===== config.mk =====
export PLATFORM = sky130hd
export DESIGN_NAME = postfix_expression_evaluator_core_flat
export DESIGN_NICKNAME = d
export VERILOG_FILES = /design/src/rtl/pfx_pkg.sv /design/src/rtl/pfx_if.sv /design/src/rtl/pfx_ram.sv /design/src/rtl/pfx_divider.sv /design/src/rtl/postfix_expression_evaluator_core.sv /design/src/flat_wrapper.sv
export SDC_FILE = /design/constraint.sdc
export NUM_CORES = 2
export LEC_CHECK = 0
export BUFFER_PORTS_ARGS = -buffer_cell sky130_fd_sc_hd__buf_4
export CORE_ASPECT_RATIO = 1.2
export CORE_MARGIN = 3
export CORE_UTILIZATION = 55
export DETAILED_ROUTE_END_ITERATION = 10
export HOLD_SLACK_MARGIN = 0.06
export PLACE_DENSITY = 0.77
export SLEW_MARGIN = 20
export SYNTH_ARGS = -nofsm -noshare
export SYNTH_HDL_FRONTEND = slang
export SYNTH_SLANG_ARGS = --single-unit
export TNS_END_PERCENT = 30

===== constraint.sdc =====
create_clock -name clock -period 11.4 [get_ports clock]
set_input_delay 2.85 -clock clock [delete_from_list [all_inputs] [get_ports clock]]
set_output_delay 2.85 -clock clock [all_outputs]
set_load 0.05 [all_outputs]

===== src/rtl/pfx_pkg.sv =====
`timescale 1ns / 1ps
// shared types and constants for the postfix expression evaluator
// no dependencies; used by the interfaces, the core, the divider and the checker
package pfx_pkg;

   // stack geometry
   localparam int STACK_DEPTH = 16;
   localparam int CNT_W       = $clog2(STACK_DEPTH + 1);
   localparam int IDX_W       = (STACK_DEPTH > 1) ? $clog2(STACK_DEPTH) : 1;

   // token and result field widths
   localparam int KIND_W = 2;
   localparam int OPC_W  = 3;
   localparam int ERR_W  = 3;
   localparam int DATA_W = 32;
   localparam int FRAC_W = 16;

   // divider sizing: dividend is |a| shifted left by the fraction width
   localparam int DIVIDEND_W = DATA_W + FRAC_W;
   localparam int DIV_STEPS  = DIVIDEND_W;
   localparam int DIV_CNT_W  = $clog2(DIV_STEPS);

   // token kinds
   localparam logic [KIND_W-1:0] KIND_NUMBER   = 2'd0;
   localparam logic [KIND_W-1:0] KIND_OPERATOR = 2'd1;
   localparam logic [KIND_W-1:0] KIND_END      = 2'd2;

   // operator codes
   localparam logic [OPC_W-1:0] OP_ADD = 3'd0;
   localparam logic [OPC_W-1:0] OP_SUB = 3'd1;
   localparam logic [OPC_W-1:0] OP_MUL = 3'd2;
   localparam logic [OPC_W-1:0] OP_DIV = 3'd3;

   // error codes
   localparam logic [ERR_W-1:0] ERR_OK       = 3'd0;
   localparam logic [ERR_W-1:0] ERR_MISSING  = 3'd1;
   localparam logic [ERR_W-1:0] ERR_DIVZERO  = 3'd2;
   localparam logic [ERR_W-1:0] ERR_UNKNOWN  = 3'd3;
   localparam logic [ERR_W-1:0] ERR_EMPTY    = 3'd4;
   localparam logic [ERR_W-1:0] ERR_OVERFLOW = 3'd5;

   // core sequencer states
   typedef enum logic [2:0] {
      ST_IDLE,
      ST_READ_B,
      ST_READ_A,
      ST_MUL_WB,
      ST_DIV,
      ST_END_READ,
      ST_END_OUT
   } state_type;

endpackage


===== src/rtl/pfx_if.sv =====
`timescale 1ns / 1ps
// valid/ready channel interfaces for token requests and expression responses
// depends on pfx_pkg for field widths

interface pfx_req_if;
   logic                              valid;
   logic                              ready;
   logic [pfx_pkg::KIND_W-1:0]        kind;
   logic signed [pfx_pkg::DATA_W-1:0] number_value;
   logic [pfx_pkg::OPC_W-1:0]         operator_code;

   modport source (output valid, output kind, output number_value,
                   output operator_code, input ready);
   modport sink   (input valid, input kind, input number_value,
                   input operator_code, output ready);
endinterface

interface pfx_rsp_if;
   logic                              valid;
   logic                              ready;
   logic signed [pfx_pkg::DATA_W-1:0] result_value;
   logic [pfx_pkg::ERR_W-1:0]         error_code;

   modport source (output valid, output result_value, output error_code,
                   input ready);
   modport sink   (input valid, input result_value, input error_code,
                   output ready);
endinterface


===== src/rtl/pfx_ram.sv =====
`timescale 1ns / 1ps
// generic single-write, single-read ram with registered read data
// no dependencies
module pfx_ram #(
   parameter int WIDTH = 32,
   parameter int DEPTH = 16
) (
   input  logic                                    clock,
   input  logic                                    wr_en,
   input  logic [((DEPTH > 1) ? $clog2(DEPTH) : 1)-1:0] wr_addr,
   input  logic [WIDTH-1:0]                        wr_data,
   input  logic                                    rd_en,
   input  logic [((DEPTH > 1) ? $clog2(DEPTH) : 1)-1:0] rd_addr,
   output logic [WIDTH-1:0]                        rd_data
);

   logic [WIDTH-1:0] mem_ff [DEPTH];
   logic [WIDTH-1:0] rd_data_ff;

   always_ff @(posedge clock) begin
      if (wr_en) begin
         mem_ff[wr_addr] <= wr_data;
      end
      if (rd_en) begin
         rd_data_ff <= mem_ff[rd_addr];
      end
   end

   assign rd_data = rd_data_ff;

endmodule


===== src/rtl/pfx_divider.sv =====
`timescale 1ns / 1ps
// unsigned restoring divider, one quotient bit per cycle
// depends on pfx_pkg for operand widths and step count
module pfx_divider (
   input  logic                               clock,
   input  logic                               reset,
   input  logic                               start,
   input  logic [pfx_pkg::DIVIDEND_W-1:0]     dividend,
   input  logic [pfx_pkg::DATA_W-1:0]         divisor,
   output logic                               done,
   output logic [pfx_pkg::DIVIDEND_W-1:0]     quotient
);

   logic                              busy_ff, busy_in;
   logic                              done_ff, done_in;
   logic [pfx_pkg::DIV_CNT_W-1:0]     cnt_ff, cnt_in;
   logic [pfx_pkg::DATA_W:0]          rem_ff, rem_in;
   logic [pfx_pkg::DIVIDEND_W-1:0]    quo_ff, quo_in;
   logic [pfx_pkg::DATA_W-1:0]        div_ff, div_in;
   logic [pfx_pkg::DATA_W:0]          rem_shift;
   logic [pfx_pkg::DATA_W:0]          rem_diff;

   always_comb begin
      busy_in   = busy_ff;
      done_in   = 1'b0;
      cnt_in    = cnt_ff;
      rem_in    = rem_ff;
      quo_in    = quo_ff;
      div_in    = div_ff;
      // shift in next dividend bit, trial subtract
      rem_shift = {rem_ff[pfx_pkg::DATA_W-1:0], quo_ff[pfx_pkg::DIVIDEND_W-1]};
      rem_diff  = rem_shift - {1'b0, div_ff};
      if (start) begin
         busy_in = 1'b1;
         cnt_in  = '0;
         rem_in  = '0;
         quo_in  = dividend;
         div_in  = divisor;
      end else if (busy_ff) begin
         if (rem_shift >= {1'b0, div_ff}) begin
            rem_in = rem_diff;
            quo_in = {quo_ff[pfx_pkg::DIVIDEND_W-2:0], 1'b1};
         end else begin
            rem_in = rem_shift;
            quo_in = {quo_ff[pfx_pkg::DIVIDEND_W-2:0], 1'b0};
         end
         cnt_in = cnt_ff + 1'b1;
         if (cnt_ff == pfx_pkg::DIV_CNT_W'(pfx_pkg::DIV_STEPS - 1)) begin
            busy_in = 1'b0;
            done_in = 1'b1;
         end
      end
   end

   always_ff @(posedge clock) begin
      if (reset) begin
         busy_ff <= 1'b0;
         done_ff <= 1'b0;
         cnt_ff  <= '0;
      end else begin
         busy_ff <= busy_in;
         done_ff <= done_in;
         cnt_ff  <= cnt_in;
      end
      rem_ff <= rem_in;
      quo_ff <= quo_in;
      div_ff <= div_in;
   end

   assign done     = done_ff;
   assign quotient = quo_ff;

endmodule


===== src/rtl/postfix_expression_evaluator_core.sv =====
`timescale 1ns / 1ps
// postfix (rpn) expression evaluator over signed q16.16, stack held in a ram
// depends on pfx_pkg, pfx_if (pfx_req_if, pfx_rsp_if), pfx_ram and pfx_divider
//
//   channel       dir  handshake              payload
//   req_channel   in   valid/ready            kind, number_value, operator_code
//   rsp_channel   out  valid/ready            result_value, error_code
//
// per transaction: number, ignored token or rejected operator handled on accept;
// add/subtract read two stack ram entries, then write back; multiply adds a
// product register; divide uses the divider (one quotient bit per cycle); end
// reads the top entry, plus any wait for the response register to drain.
// reset clears the stack count, the sticky error and the handshake state; the
// stack ram needs no clearing pass, entries at or above the count are never used.
// a pending response holds the block only once the next end transaction is taken,
// tokens ahead of that end keep flowing
module postfix_expression_evaluator_core (
   input  logic          clock,
   input  logic          reset,
   pfx_req_if.sink       req_channel,
   pfx_rsp_if.source     rsp_channel
);

   localparam logic signed [63:0] SAT_MAX    = 64'sh0000_0000_7FFF_FFFF;
   localparam logic signed [63:0] SAT_MIN    = -64'sh0000_0000_8000_0000;
   localparam logic signed [63:0] FRAC_ROUND = 64'((64'sd1 <<< pfx_pkg::FRAC_W) - 1);

   // saturate a wide signed value to the 32 bit range
   function automatic logic [pfx_pkg::DATA_W-1:0] sat32(input logic signed [63:0] v);
      logic [pfx_pkg::DATA_W-1:0] r;
      if (v > SAT_MAX) begin
         r = SAT_MAX[pfx_pkg::DATA_W-1:0];
      end else if (v < SAT_MIN) begin
         r = SAT_MIN[pfx_pkg::DATA_W-1:0];
      end else begin
         r = v[pfx_pkg::DATA_W-1:0];
      end
      return r;
   endfunction

   // magnitude of a signed 32 bit value (int min maps to 2^31)
   function automatic logic [pfx_pkg::DATA_W-1:0] abs32(input logic [pfx_pkg::DATA_W-1:0] v);
      logic [pfx_pkg::DATA_W-1:0] r;
      r = v[pfx_pkg::DATA_W-1] ? (~v + 1'b1) : v;
      return r;
   endfunction

   // sequencer and stack bookkeeping
   pfx_pkg::state_type                state_ff, state_in;
   logic [pfx_pkg::CNT_W-1:0]         count_ff, count_in;
   logic [pfx_pkg::ERR_W-1:0]         err_ff, err_in;
   logic [pfx_pkg::OPC_W-1:0]         op_ff, op_in;
   logic [pfx_pkg::DATA_W-1:0]        b_ff, b_in;
   logic                              neg_ff, neg_in;
   logic signed [63:0]                prod_ff, prod_in;
   logic [pfx_pkg::ERR_W-1:0]         end_err_ff, end_err_in;

   // response register
   logic                              rsp_valid_ff, rsp_valid_in;
   logic [pfx_pkg::DATA_W-1:0]        rsp_value_ff, rsp_value_in;
   logic [pfx_pkg::ERR_W-1:0]         rsp_err_ff, rsp_err_in;

   // stack ram ports
   logic                              ram_wr_en;
   logic [pfx_pkg::IDX_W-1:0]         ram_wr_addr;
   logic [pfx_pkg::DATA_W-1:0]        ram_wr_data;
   logic                              ram_rd_en;
   logic [pfx_pkg::IDX_W-1:0]         ram_rd_addr;
   logic [pfx_pkg::DATA_W-1:0]        ram_rd_data;

   // divider ports
   logic                              div_start;
   logic [pfx_pkg::DIVIDEND_W-1:0]    div_dividend;
   logic [pfx_pkg::DATA_W-1:0]        div_divisor;
   logic                              div_done;
   logic [pfx_pkg::DIVIDEND_W-1:0]    div_quotient;

   // datapath helpers
   logic                              req_accept;
   logic [pfx_pkg::CNT_W-1:0]         count_m1;
   logic [pfx_pkg::CNT_W-1:0]         count_m2;
   logic signed [pfx_pkg::DATA_W:0]   sum_wide;
   logic signed [pfx_pkg::DATA_W:0]   diff_wide;
   logic signed [63:0]                prod_adj;
   logic signed [63:0]                prod_shift;
   logic [pfx_pkg::DIVIDEND_W-1:0]    quo_neg;
   logic [pfx_pkg::DATA_W-1:0]        div_result;

   assign req_accept = req_channel.valid && req_channel.ready;
   assign count_m1   = count_ff - pfx_pkg::CNT_W'(1);
   assign count_m2   = count_ff - pfx_pkg::CNT_W'(2);

   // a sits in the ram read register, b in b_ff; both were loaded in ST_READ_B
   assign sum_wide  = {ram_rd_data[pfx_pkg::DATA_W-1], ram_rd_data}
                    + {b_ff[pfx_pkg::DATA_W-1], b_ff};
   assign diff_wide = {ram_rd_data[pfx_pkg::DATA_W-1], ram_rd_data}
                    - {b_ff[pfx_pkg::DATA_W-1], b_ff};

   // product / 65536 truncating toward zero
   assign prod_adj   = prod_ff + (prod_ff[63] ? FRAC_ROUND : 64'sd0);
   assign prod_shift = prod_adj >>> pfx_pkg::FRAC_W;

   // sign the unsigned quotient and saturate
   assign quo_neg = ~div_quotient + 1'b1;
   always_comb begin
      if (neg_ff) begin
         if (div_quotient > pfx_pkg::DIVIDEND_W'(64'h8000_0000)) begin
            div_result = SAT_MIN[pfx_pkg::DATA_W-1:0];
         end else begin
            div_result = quo_neg[pfx_pkg::DATA_W-1:0];
         end
      end else begin
         if (div_quotient > pfx_pkg::DIVIDEND_W'(64'h7FFF_FFFF)) begin
            div_result = SAT_MAX[pfx_pkg::DATA_W-1:0];
         end else begin
            div_result = div_quotient[pfx_pkg::DATA_W-1:0];
         end
      end
   end

   // next state and outputs
   always_comb begin
      state_in     = state_ff;
      count_in     = count_ff;
      err_in       = err_ff;
      op_in        = op_ff;
      b_in         = b_ff;
      neg_in       = neg_ff;
      prod_in      = prod_ff;
      end_err_in   = end_err_ff;
      rsp_valid_in = rsp_valid_ff;
      rsp_value_in = rsp_value_ff;
      rsp_err_in   = rsp_err_ff;
      ram_wr_en    = 1'b0;
      ram_wr_addr  = count_m2[pfx_pkg::IDX_W-1:0];
      ram_wr_data  = '0;
      ram_rd_en    = 1'b0;
      ram_rd_addr  = count_m1[pfx_pkg::IDX_W-1:0];
      div_start    = 1'b0;
      div_dividend = {abs32(ram_rd_data), {pfx_pkg::FRAC_W{1'b0}}};
      div_divisor  = abs32(b_ff);

      // response leaves when the sink takes it
      if (rsp_valid_ff && rsp_channel.ready) begin
         rsp_valid_in = 1'b0;
      end

      case (state_ff)
         pfx_pkg::ST_IDLE: begin
            if (req_accept) begin
               case (req_channel.kind)
                  pfx_pkg::KIND_NUMBER: begin
                     if (err_ff == pfx_pkg::ERR_OK) begin
                        if (count_ff == pfx_pkg::CNT_W'(pfx_pkg::STACK_DEPTH)) begin
                           err_in = pfx_pkg::ERR_OVERFLOW;
                        end else begin
                           // push straight into the ram
                           ram_wr_en   = 1'b1;
                           ram_wr_addr = count_ff[pfx_pkg::IDX_W-1:0];
                           ram_wr_data = req_channel.number_value;
                           count_in    = count_ff + 1'b1;
                        end
                     end
                  end
                  pfx_pkg::KIND_OPERATOR: begin
                     if (err_ff == pfx_pkg::ERR_OK) begin
                        if (count_ff < pfx_pkg::CNT_W'(2)) begin
                           err_in = pfx_pkg::ERR_MISSING;
                        end else if (req_channel.operator_code > pfx_pkg::OP_DIV) begin
                           err_in = pfx_pkg::ERR_UNKNOWN;
                        end else begin
                           // fetch second operand (top of stack)
                           op_in     = req_channel.operator_code;
                           ram_rd_en = 1'b1;
                           state_in  = pfx_pkg::ST_READ_B;
                        end
                     end
                  end
                  pfx_pkg::KIND_END: begin
                     if (err_ff != pfx_pkg::ERR_OK) begin
                        end_err_in = err_ff;
                     end else if (count_ff == '0) begin
                        end_err_in = pfx_pkg::ERR_EMPTY;
                     end else begin
                        end_err_in = pfx_pkg::ERR_OK;
                     end
                     // read top now; discarded on error
                     ram_rd_en = 1'b1;
                     count_in  = '0;
                     err_in    = pfx_pkg::ERR_OK;
                     state_in  = pfx_pkg::ST_END_READ;
                  end
                  default: begin
                     // unused kind is dropped
                  end
               endcase
            end
         end

         pfx_pkg::ST_READ_B: begin
            // b arrives, fetch first operand below it
            b_in        = ram_rd_data;
            ram_rd_en   = 1'b1;
            ram_rd_addr = count_m2[pfx_pkg::IDX_W-1:0];
            state_in    = pfx_pkg::ST_READ_A;
         end

         pfx_pkg::ST_READ_A: begin
            case (op_ff)
               pfx_pkg::OP_ADD: begin
                  ram_wr_en   = 1'b1;
                  ram_wr_data = sat32(64'(sum_wide));
                  count_in    = count_m1;
                  state_in    = pfx_pkg::ST_IDLE;
               end
               pfx_pkg::OP_SUB: begin
                  ram_wr_en   = 1'b1;
                  ram_wr_data = sat32(64'(diff_wide));
                  count_in    = count_m1;
                  state_in    = pfx_pkg::ST_IDLE;
               end
               pfx_pkg::OP_MUL: begin
                  prod_in  = $signed(ram_rd_data) * $signed(b_ff);
                  state_in = pfx_pkg::ST_MUL_WB;
               end
               pfx_pkg::OP_DIV: begin
                  if (b_ff == '0) begin
                     // stack left as it was
                     err_in   = pfx_pkg::ERR_DIVZERO;
                     state_in = pfx_pkg::ST_IDLE;
                  end else begin
                     div_start = 1'b1;
                     neg_in    = ram_rd_data[pfx_pkg::DATA_W-1] ^ b_ff[pfx_pkg::DATA_W-1];
                     state_in  = pfx_pkg::ST_DIV;
                  end
               end
               default: begin
                  state_in = pfx_pkg::ST_IDLE;
               end
            endcase
         end

         pfx_pkg::ST_MUL_WB: begin
            ram_wr_en   = 1'b1;
            ram_wr_data = sat32(prod_shift);
            count_in    = count_m1;
            state_in    = pfx_pkg::ST_IDLE;
         end

         pfx_pkg::ST_DIV: begin
            if (div_done) begin
               ram_wr_en   = 1'b1;
               ram_wr_data = div_result;
               count_in    = count_m1;
               state_in    = pfx_pkg::ST_IDLE;
            end
         end

         pfx_pkg::ST_END_READ: begin
            // ram read register now holds the top entry and stays put
            state_in = pfx_pkg::ST_END_OUT;
         end

         pfx_pkg::ST_END_OUT: begin
            if (!rsp_valid_ff || rsp_channel.ready) begin
               rsp_valid_in = 1'b1;
               rsp_err_in   = end_err_ff;
               rsp_value_in = (end_err_ff == pfx_pkg::ERR_OK) ? ram_rd_data : '0;
               state_in     = pfx_pkg::ST_IDLE;
            end
         end

         default: begin
            state_in = pfx_pkg::ST_IDLE;
         end
      endcase
   end

   always_ff @(posedge clock) begin
      if (reset) begin
         state_ff     <= pfx_pkg::ST_IDLE;
         count_ff     <= '0;
         err_ff       <= pfx_pkg::ERR_OK;
         rsp_valid_ff <= 1'b0;
      end else begin
         state_ff     <= state_in;
         count_ff     <= count_in;
         err_ff       <= err_in;
         rsp_valid_ff <= rsp_valid_in;
      end
      op_ff        <= op_in;
      b_ff         <= b_in;
      neg_ff       <= neg_in;
      prod_ff      <= prod_in;
      end_err_ff   <= end_err_in;
      rsp_value_ff <= rsp_value_in;
      rsp_err_ff   <= rsp_err_in;
   end

   // tokens are taken only between operations
   assign req_channel.ready        = (state_ff == pfx_pkg::ST_IDLE);
   assign rsp_channel.valid        = rsp_valid_ff;
   assign rsp_channel.result_value = rsp_value_ff;
   assign rsp_channel.error_code   = rsp_err_ff;

   pfx_ram #(
      .WIDTH (pfx_pkg::DATA_W),
      .DEPTH (pfx_pkg::STACK_DEPTH)
   ) u_stack_ram (
      .clock   (clock),
      .wr_en   (ram_wr_en),
      .wr_addr (ram_wr_addr),
      .wr_data (ram_wr_data),
      .rd_en   (ram_rd_en),
      .rd_addr (ram_rd_addr),
      .rd_data (ram_rd_data)
   );

   pfx_divider u_divider (
      .clock    (clock),
      .reset    (reset),
      .start    (div_start),
      .dividend (div_dividend),
      .divisor  (div_divisor),
      .done     (div_done),
      .quotient (div_quotient)
   );

endmodule


===== src/flat_wrapper.sv =====
// flat-port wrapper written by rule: the top's interface ports become plain ports
module postfix_expression_evaluator_core_flat 
  (clock, reset, req_channel_valid, req_channel_kind, req_channel_number_value, req_channel_operator_code, req_channel_ready, rsp_channel_valid, rsp_channel_result_value, rsp_channel_error_code, rsp_channel_ready);
  pfx_req_if req_channel_i ();
  pfx_rsp_if rsp_channel_i ();
  input  logic clock;
  input  logic reset;
  input wire logic [$bits(req_channel_i.valid)-1:0] req_channel_valid;
  input wire logic [$bits(req_channel_i.kind)-1:0] req_channel_kind;
  input wire logic [$bits(req_channel_i.number_value)-1:0] req_channel_number_value;
  input wire logic [$bits(req_channel_i.operator_code)-1:0] req_channel_operator_code;
  output wire logic [$bits(req_channel_i.ready)-1:0] req_channel_ready;
  output wire logic [$bits(rsp_channel_i.valid)-1:0] rsp_channel_valid;
  output wire logic [$bits(rsp_channel_i.result_value)-1:0] rsp_channel_result_value;
  output wire logic [$bits(rsp_channel_i.error_code)-1:0] rsp_channel_error_code;
  input wire logic [$bits(rsp_channel_i.ready)-1:0] rsp_channel_ready;
  assign req_channel_i.valid = req_channel_valid;
  assign req_channel_i.kind = req_channel_kind;
  assign req_channel_i.number_value = req_channel_number_value;
  assign req_channel_i.operator_code = req_channel_operator_code;
  assign req_channel_ready = req_channel_i.ready;
  assign rsp_channel_valid = rsp_channel_i.valid;
  assign rsp_channel_result_value = rsp_channel_i.result_value;
  assign rsp_channel_error_code = rsp_channel_i.error_code;
  assign rsp_channel_i.ready = rsp_channel_ready;
  postfix_expression_evaluator_core u_core (.clock(clock), .reset(reset), .req_channel(req_channel_i), .rsp_channel(rsp_channel_i));
endmodule

# Yosys cells after proc, flatten, opt, wreduce, memory -nomap -nowiden
# Memory sizes are Yosys's and may differ from the RTL's. A register that Yosys moved wholly into a read port is not among the register bits.
# Index checks and enable logic that the tools add are counted.
# word_totals
out_inout_bits,37
reg_bits,270
input_bits,41
mem_bits_rw,512
n_memories,1
# memory_table
name,depth,width,rd,rd_ports_with_merged_regs,write_ports,line,source
u_core.u_stack_ram.mem_ff,16,32,1,1,1,pfx_ram.sv:17,logic [WIDTH-1:0] mem_ff [DEPTH];
# op_classes
addsub,11
magnitude_cmp,11
n_reduce_logical,26
multipliers,1
bitwise,8
eq_ne,29
n_mux,83
# op_table
cell,count
$mux 32,16
$pmux 32 s4,1
$add 32x1->32 const B,3
$gt 48x32->1 const B,2
$mux 48,2
$not 32->32,3
$gt 33x32->1 const B,2
$lt 33x32->1 const B,2
$add 64x17->64,1
$mul 32x32->64,1
$pmux 32 s2,1
$mux 3,17
$gt 48x31->1 const B,1
$lt 48x32->1 const B,1
$add 32x32->33,1
$ge 33x32->1,1
$sub 32x32->33,1
$logic_not 32->1,1
$sub 32x32->32,1
$mux 31,1
$mux 5,5
$mux 4,6
$ne 3x3->1 const B,8
$mux 1,23
42 further kinds,68

# Longest topological paths before layout
# logic_depth
ltp_word,8
ltp_mapped,29

# Hierarchy
# Synthesis repeated with hierarchy kept, for this count alone.
# hier_totals
hier_cells,6917
hier_area_um2,76126.8
# modules_own_cells
mod,cells_per_inst,n_inst,area_each_um2
postfix_expression_evaluator_core,5468,1,49288.5
pfx_ram,838,1,20155.6
pfx_divider,611,1,6682.7

# Worst setup path before layout
# No wires, ideal clock.
# synth_path
path_type,register to register
startpoint,"register u_core.u_stack_ram.rd_data_ff[31], in the netlist u_core.u_stack_ram.rd_data[31], read port of u_core.u_stack_ram.mem_ff"
endpoint,register u_core.prod_ff[63] (data pin)
required_time_ps,11132
synth_period_minus_slack_ps,8331
stages_incl_launch_ff,30
slack_ps,3069
setup_ps,268
arrival_time_ps,8063
n_path_buf,3
cell_sequence,edfxtp_1 > clkbuf_1 > clkbuf_1 > buf_1 > nand2_1 > inv_1 > fa_1 > inv_1 > fa_1 > inv_1 > fa_1 > fa_1 > inv_1 > fa_1 > inv_1 > fa_1 > inv_1 > fa_1 > inv_1 > fa_1 > ha_1 > a21o_1 > a21oi_1 > o21ai_0 > a21oi_1 > o21ai_0 > a32oi_1 > o211ai_1 > a21oi_1 > nor3b_1
# synth_via
elab_chain_len,1
# synth_lines
element,line,source
from (decl),pfx_ram.sv:18,logic [WIDTH-1:0] rd_data_ff;
$mul 32x32->64,postfix_expression_evaluator_core.sv:223,prod_in = $signed(ram_rd_data) * $signed(b_ff);
to (signal assigned),postfix_expression_evaluator_core.sv:294,prod_ff <= prod_in;
to (decl),postfix_expression_evaluator_core.sv:55,"logic signed [63:0] prod_ff, prod_in;"
# Every way passes these cells.
# A chain may end at the register's enable or synchronous reset.

# Worst setup path after layout
# Ends and elaborated chain as after synthesis.

==> flow_summary.rst <==
.. list-table::
   :header-rows: 1

   * - Metric
     - Value
   * - Cell Rows
     - 148
   * - First-pass GRT wire length
     - 348000 um
   * - Fraction of final layout cells with drive strength greater than 1
     - 7.81%
   * - Die Width
     - ~350 um
   * - Shortest period the worst path allows
     - 9.34 ns
   * - TritonCTS clock tree
     - built
   * - Leading cell type in the layout, fill and taps excluded
     - sky130_fd_sc_hd__inv_1
   * - Resized Gates After CTS
     - 0
   * - Number of clock sinks
     - 814
   * - Max-slew violation count
     - 0
   * - Clock root cell
     - sky130_fd_sc_hd__clkbuf_16
   * - Kind of capture point of the worst setup path
     - flop
   * - Total routing usage reported by global routing
     - 32.5%
   * - H-tree depth
     - 3
   * - Reg2Reg Depth
     - 25
   * - Residual DRC
     - 0
   * - Max Fanout on Critical Path
     - 19
   * - Post-detailed-placement half-perimeter wirelength
     - roughly 160000 um
   * - Max_slew headroom
     - a little under a quarter
   * - Total number of nets in the final design
     - between 8k and 9k
   * - Arrival time at the worst endpoint
     - 9.70 ns
   * - Die area
     - about 140000 um2
   * - Post-synth design cell area
     - 76000 um2
   * - Number of global-route vias before repair
     - approximately 58k
   * - Most common flop cell mapped by yosys
     - sky130_fd_sc_hd__edfxtp_1
   * - Via density per instance
     - 6.21
   * - Area growth, synth to finish
     - 7.10%
   * - Number of buffers inserted by port buffering
     - 77
   * - Quantity of hold-fixing buffers added after cts
     - 0
   * - Syn nets
     - 8383
   * - Floorplan core area
     - 136000 um2
   * - Hold WC Path Type
     - reg2reg
   * - Initial antenna violation count
     - 8
   * - Skew-Pair Late Insertion Delay
     - 0.74 ns
   * - Slew at the pin with the worst max-slew slack
     - 1.15 ns
   * - Post-CTS Setup Bufs
     - 0
   * - Violation count after the first detailed-route iteration
     - between 5k and 6k
   * - Reg-to-reg slack, setup
     - ~2.1 ns
   * - Synthesized flop and latch total
     - 814
   * - DRT Wirelength
     - 229000 um
   * - Starting density of the core
     - a little under three fifths
   * - Maximum number of pins on one net before global-route repair
     - around 130
   * - Setup CP Type
     - reg2reg
   * - Mapped Avg Cell Area
     - 10.9 um2
   * - Setup clock skew after layout
     - 0.107 ns
   * - Capture endpoint of the worst hold path
     - u_core.rsp_channel.error_code[1]
   * - Startpoint of the most critical hold path
     - u_core.end_err_ff[1]
   * - ANT nets after route
     - 0
   * - I/O pin total
     - 78
   * - Startpoint class of the critical path
     - flop
   * - Cells on Worst Hold Path
     - 0
   * - Worst r2r dst
     - u_core.prod_ff[63]
   * - Number of different library cells in the post-synthesis netlist
     - between 80 and 90
   * - Length of the first detailed-routing pass in iterations
     - 9
   * - Average wire length per cell after detail routing
     - roughly 26 um
   * - Commonest cells after routing, fill and taps aside
     - sky130_fd_sc_hd__inv_1, sky130_fd_sc_hd__fa_1, sky130_fd_sc_hd__edfxtp_1, sky130_fd_sc_hd__nand2_1, sky130_fd_sc_hd__and2_1
   * - CTS clk-pin slew, worst paths
     - 0.06 ns
   * - Synthesized instance count
     - 6949
   * - Post-route clock period utilization
     - 81.9%
   * - Count of flip-flops with a built-in enable after synthesis
     - 746
   * - Peak Freq
     - around 110 MHz
   * - Number of maximum-capacitance violations
     - 0
   * - Global placement routability congestion
     - 0.994
   * - Grt total ovfl
     - 0
   * - Fraction of registers with async set/reset
     - 0%
   * - DIE HEIGHT
     - just over 400 um
   * - Required time of the critical path
     - 11.77 ns
   * - Warnings from Yosys
     - 0
   * - Number of endpoints failing setup at the final stage
     - 0
   * - Sequential cell area fraction in the yosys report
     - a little under a third
   * - Clk buf depth
     - 3
   * - Hold Fails Final Rpt
     - 0
   * - Sequential cell area
     - around 24000 um2
   * - Setup Total Neg Slack
     - 0 ns
   * - Cts bufs inserted
     - 85
   * - Setup repair after global routing missed its margin
     - false
   * - Critical register-to-register path startpoint
     - u_core.u_stack_ram.rd_data[31]
   * - Result of the run
     - completed
   * - Routed vias
     - 54.2k
   * - Filler instances
     - 10.7k
   * - Area used by multi-input combinational logic
     - 46800 um2
synth_stat cells (8+ instances only):
library cell                   n  share of area [%]
sky130_fd_sc_hd__a211o_1       9               0.10
sky130_fd_sc_hd__a211oi_1     80               0.79
sky130_fd_sc_hd__a21o_1       52               0.51
sky130_fd_sc_hd__a21oi_1     242                1.6
sky130_fd_sc_hd__a222oi_1     25               0.33
sky130_fd_sc_hd__a31oi_1      42               0.35
sky130_fd_sc_hd__a32o_1        8               0.11
sky130_fd_sc_hd__and2_1      491                4.0
sky130_fd_sc_hd__and3_1       24               0.20
sky130_fd_sc_hd__buf_1        24               0.12
sky130_fd_sc_hd__buf_2        19               0.13
sky130_fd_sc_hd__clkbuf_1    348                1.7
sky130_fd_sc_hd__dfxtp_1      68                1.8
sky130_fd_sc_hd__edfxtp_1    746                 29
sky130_fd_sc_hd__fa_1       1085                 29
sky130_fd_sc_hd__ha_1        308                5.1
sky130_fd_sc_hd__inv_1      1098                5.4
sky130_fd_sc_hd__mux2i_1      78                1.0
sky130_fd_sc_hd__mux4_2      128                3.8
sky130_fd_sc_hd__nand2_1     669                3.3
sky130_fd_sc_hd__nand2b_1     43               0.35
sky130_fd_sc_hd__nand3_1     103               0.68
sky130_fd_sc_hd__nand3b_1      8              0.079
sky130_fd_sc_hd__nand4_1      52               0.43
sky130_fd_sc_hd__nor2_1      285                1.4
sky130_fd_sc_hd__nor2b_1      57               0.47
sky130_fd_sc_hd__nor3_1       85               0.56
sky130_fd_sc_hd__nor4_1       23               0.19
sky130_fd_sc_hd__o2111ai_1    15               0.17
sky130_fd_sc_hd__o211ai_1     34               0.34
sky130_fd_sc_hd__o21a_1       25               0.25
sky130_fd_sc_hd__o21ai_0     176                1.2
sky130_fd_sc_hd__o21bai_1     20               0.20
sky130_fd_sc_hd__o22a_1       11               0.13
sky130_fd_sc_hd__o22ai_1      10              0.082
sky130_fd_sc_hd__o31ai_1      33               0.33
sky130_fd_sc_hd__or2_2        15               0.12
sky130_fd_sc_hd__or3_1        44               0.36
sky130_fd_sc_hd__or4_1        13               0.13
sky130_fd_sc_hd__xnor2_1     145                1.7
sky130_fd_sc_hd__xor2_1       79               0.91
per-layer routing:
layer / wire [um] / share of wire [%] / vias up / GRT usage [%]
met5: 31 / 0.014 / - / 0
met4: 18600 / 8.1 / 4 / 22.5
met3: 21200 / 9.3 / 867 / 6.27
met2: 111000 / 48 / 3038 / 54.1
met1: 78700 / 34 / 27600 / 38.4
li1: - / - / 22700 / -
worst max-delay path by stage:
stage / startpoint / to / slack, ns / cells after the start
after CTS: u_core.u_stack_ram.rd_data[31] / u_core.prod_ff[63] / 2.17 / 25
final: u_core.u_stack_ram.rd_data[31] / u_core.prod_ff[63] / 2.06 / 25
after global routing: u_core.u_stack_ram.rd_data[31] / u_core.prod_ff[63] / 1.58 / 26
after detailed placement: u_core.u_stack_ram.rd_data[31] / u_core.prod_ff[63] / 2.28 / 25
after global placement: u_core.u_stack_ram.rd_data[31] / u_core.prod_ff[63] / 2.45 / 26
after floorplan: u_core.u_stack_ram.rd_data[31] / u_core.prod_ff[63] / 3.07 / 29
flip-flops by register name, indices dropped and copies added, names as in the netlist, 5 cells and up:
register,cells
u_core.rsp_channel.result_value,32
u_core.count_ff,5
u_core.u_divider.cnt_ff,6
u_core.prod_ff,64
u_core.u_divider.div_ff,32
u_core.u_stack_ram.rd_data,32
u_core.u_stack_ram.mem_ff,512
u_core.u_divider.rem_ff,32
u_core.b_ff,32
u_core.u_divider.quotient,48
cell type report:
class / instances / share of cell area [%]
Antenna cell: 4 / 0.0123
Clock buffer: 104 / 2.73
Clock inverter: 45 / 0.656
Inverter: 1104 / 5.09
Multi-Input combinational cell: 4636 / 57.5
Sequential cell: 814 / 29.2
Tap cell: 1800 / 2.77
Timing Repair Buffer: 221 / 2.07
stage by stage:
step | cell area, um2 | hold WS, ns | std cells | worst slack (ns) | utilization, %
global placement | 78600 | 0.455 | 8568 | 2.45 | 57.6
floorplan | 76000 | 0.427 | 6949 | 3.07 | -
global route | 81400 | 0.487 | 8725 | 1.58 | 59.6
detailed placement | 78600 | 0.457 | 8570 | 2.28 | 57.6
CTS | 81300 | 0.472 | 8719 | 2.17 | 59.6
finish | 81400 | 0.470 | 8728 | 2.06 | 59.6
critical path: stages (launching register included):
cell                       delay (ns)
sky130_fd_sc_hd__edfxtp_1        0.59
sky130_fd_sc_hd__clkinv_1        0.63
sky130_fd_sc_hd__nor2_1          0.46
sky130_fd_sc_hd__fa_1            0.52
sky130_fd_sc_hd__fa_1            0.54
sky130_fd_sc_hd__fa_1            0.43
sky130_fd_sc_hd__buf_4           0.22
sky130_fd_sc_hd__fa_1            0.91
sky130_fd_sc_hd__inv_1           0.39
sky130_fd_sc_hd__fa_1            0.57
sky130_fd_sc_hd__inv_1           0.05
sky130_fd_sc_hd__fa_1            0.47
sky130_fd_sc_hd__inv_1           0.05
sky130_fd_sc_hd__fa_1            0.53
sky130_fd_sc_hd__inv_1           0.05
sky130_fd_sc_hd__fa_1            0.47
sky130_fd_sc_hd__ha_1            0.37
sky130_fd_sc_hd__a21o_1          0.19
sky130_fd_sc_hd__a21oi_1         0.34
sky130_fd_sc_hd__o21ai_0         0.16
sky130_fd_sc_hd__a21oi_1         0.16
sky130_fd_sc_hd__o21ai_0         0.18
sky130_fd_sc_hd__a32oi_1         0.24
sky130_fd_sc_hd__o211ai_1        0.18
sky130_fd_sc_hd__a21oi_1         0.20
sky130_fd_sc_hd__nor3b_1         0.08
cell families after synthesis:
logic type	count (synthesis)	synth area share (%)
buffers and inverters	1499	7.47
flip-flops	814	31.3
XOR/XNOR	224	2.58
AO/OA/AOI/OAI	866	7.45
AND/OR/NAND/NOR	1944	12.7
adder cells (fa/ha/maj)	1393	33.7
multiplexers	209	4.87
Power is left out: the tool's default activity adds up to more than one toggle a clock period on the data nets, which glitch-free logic cannot reach.
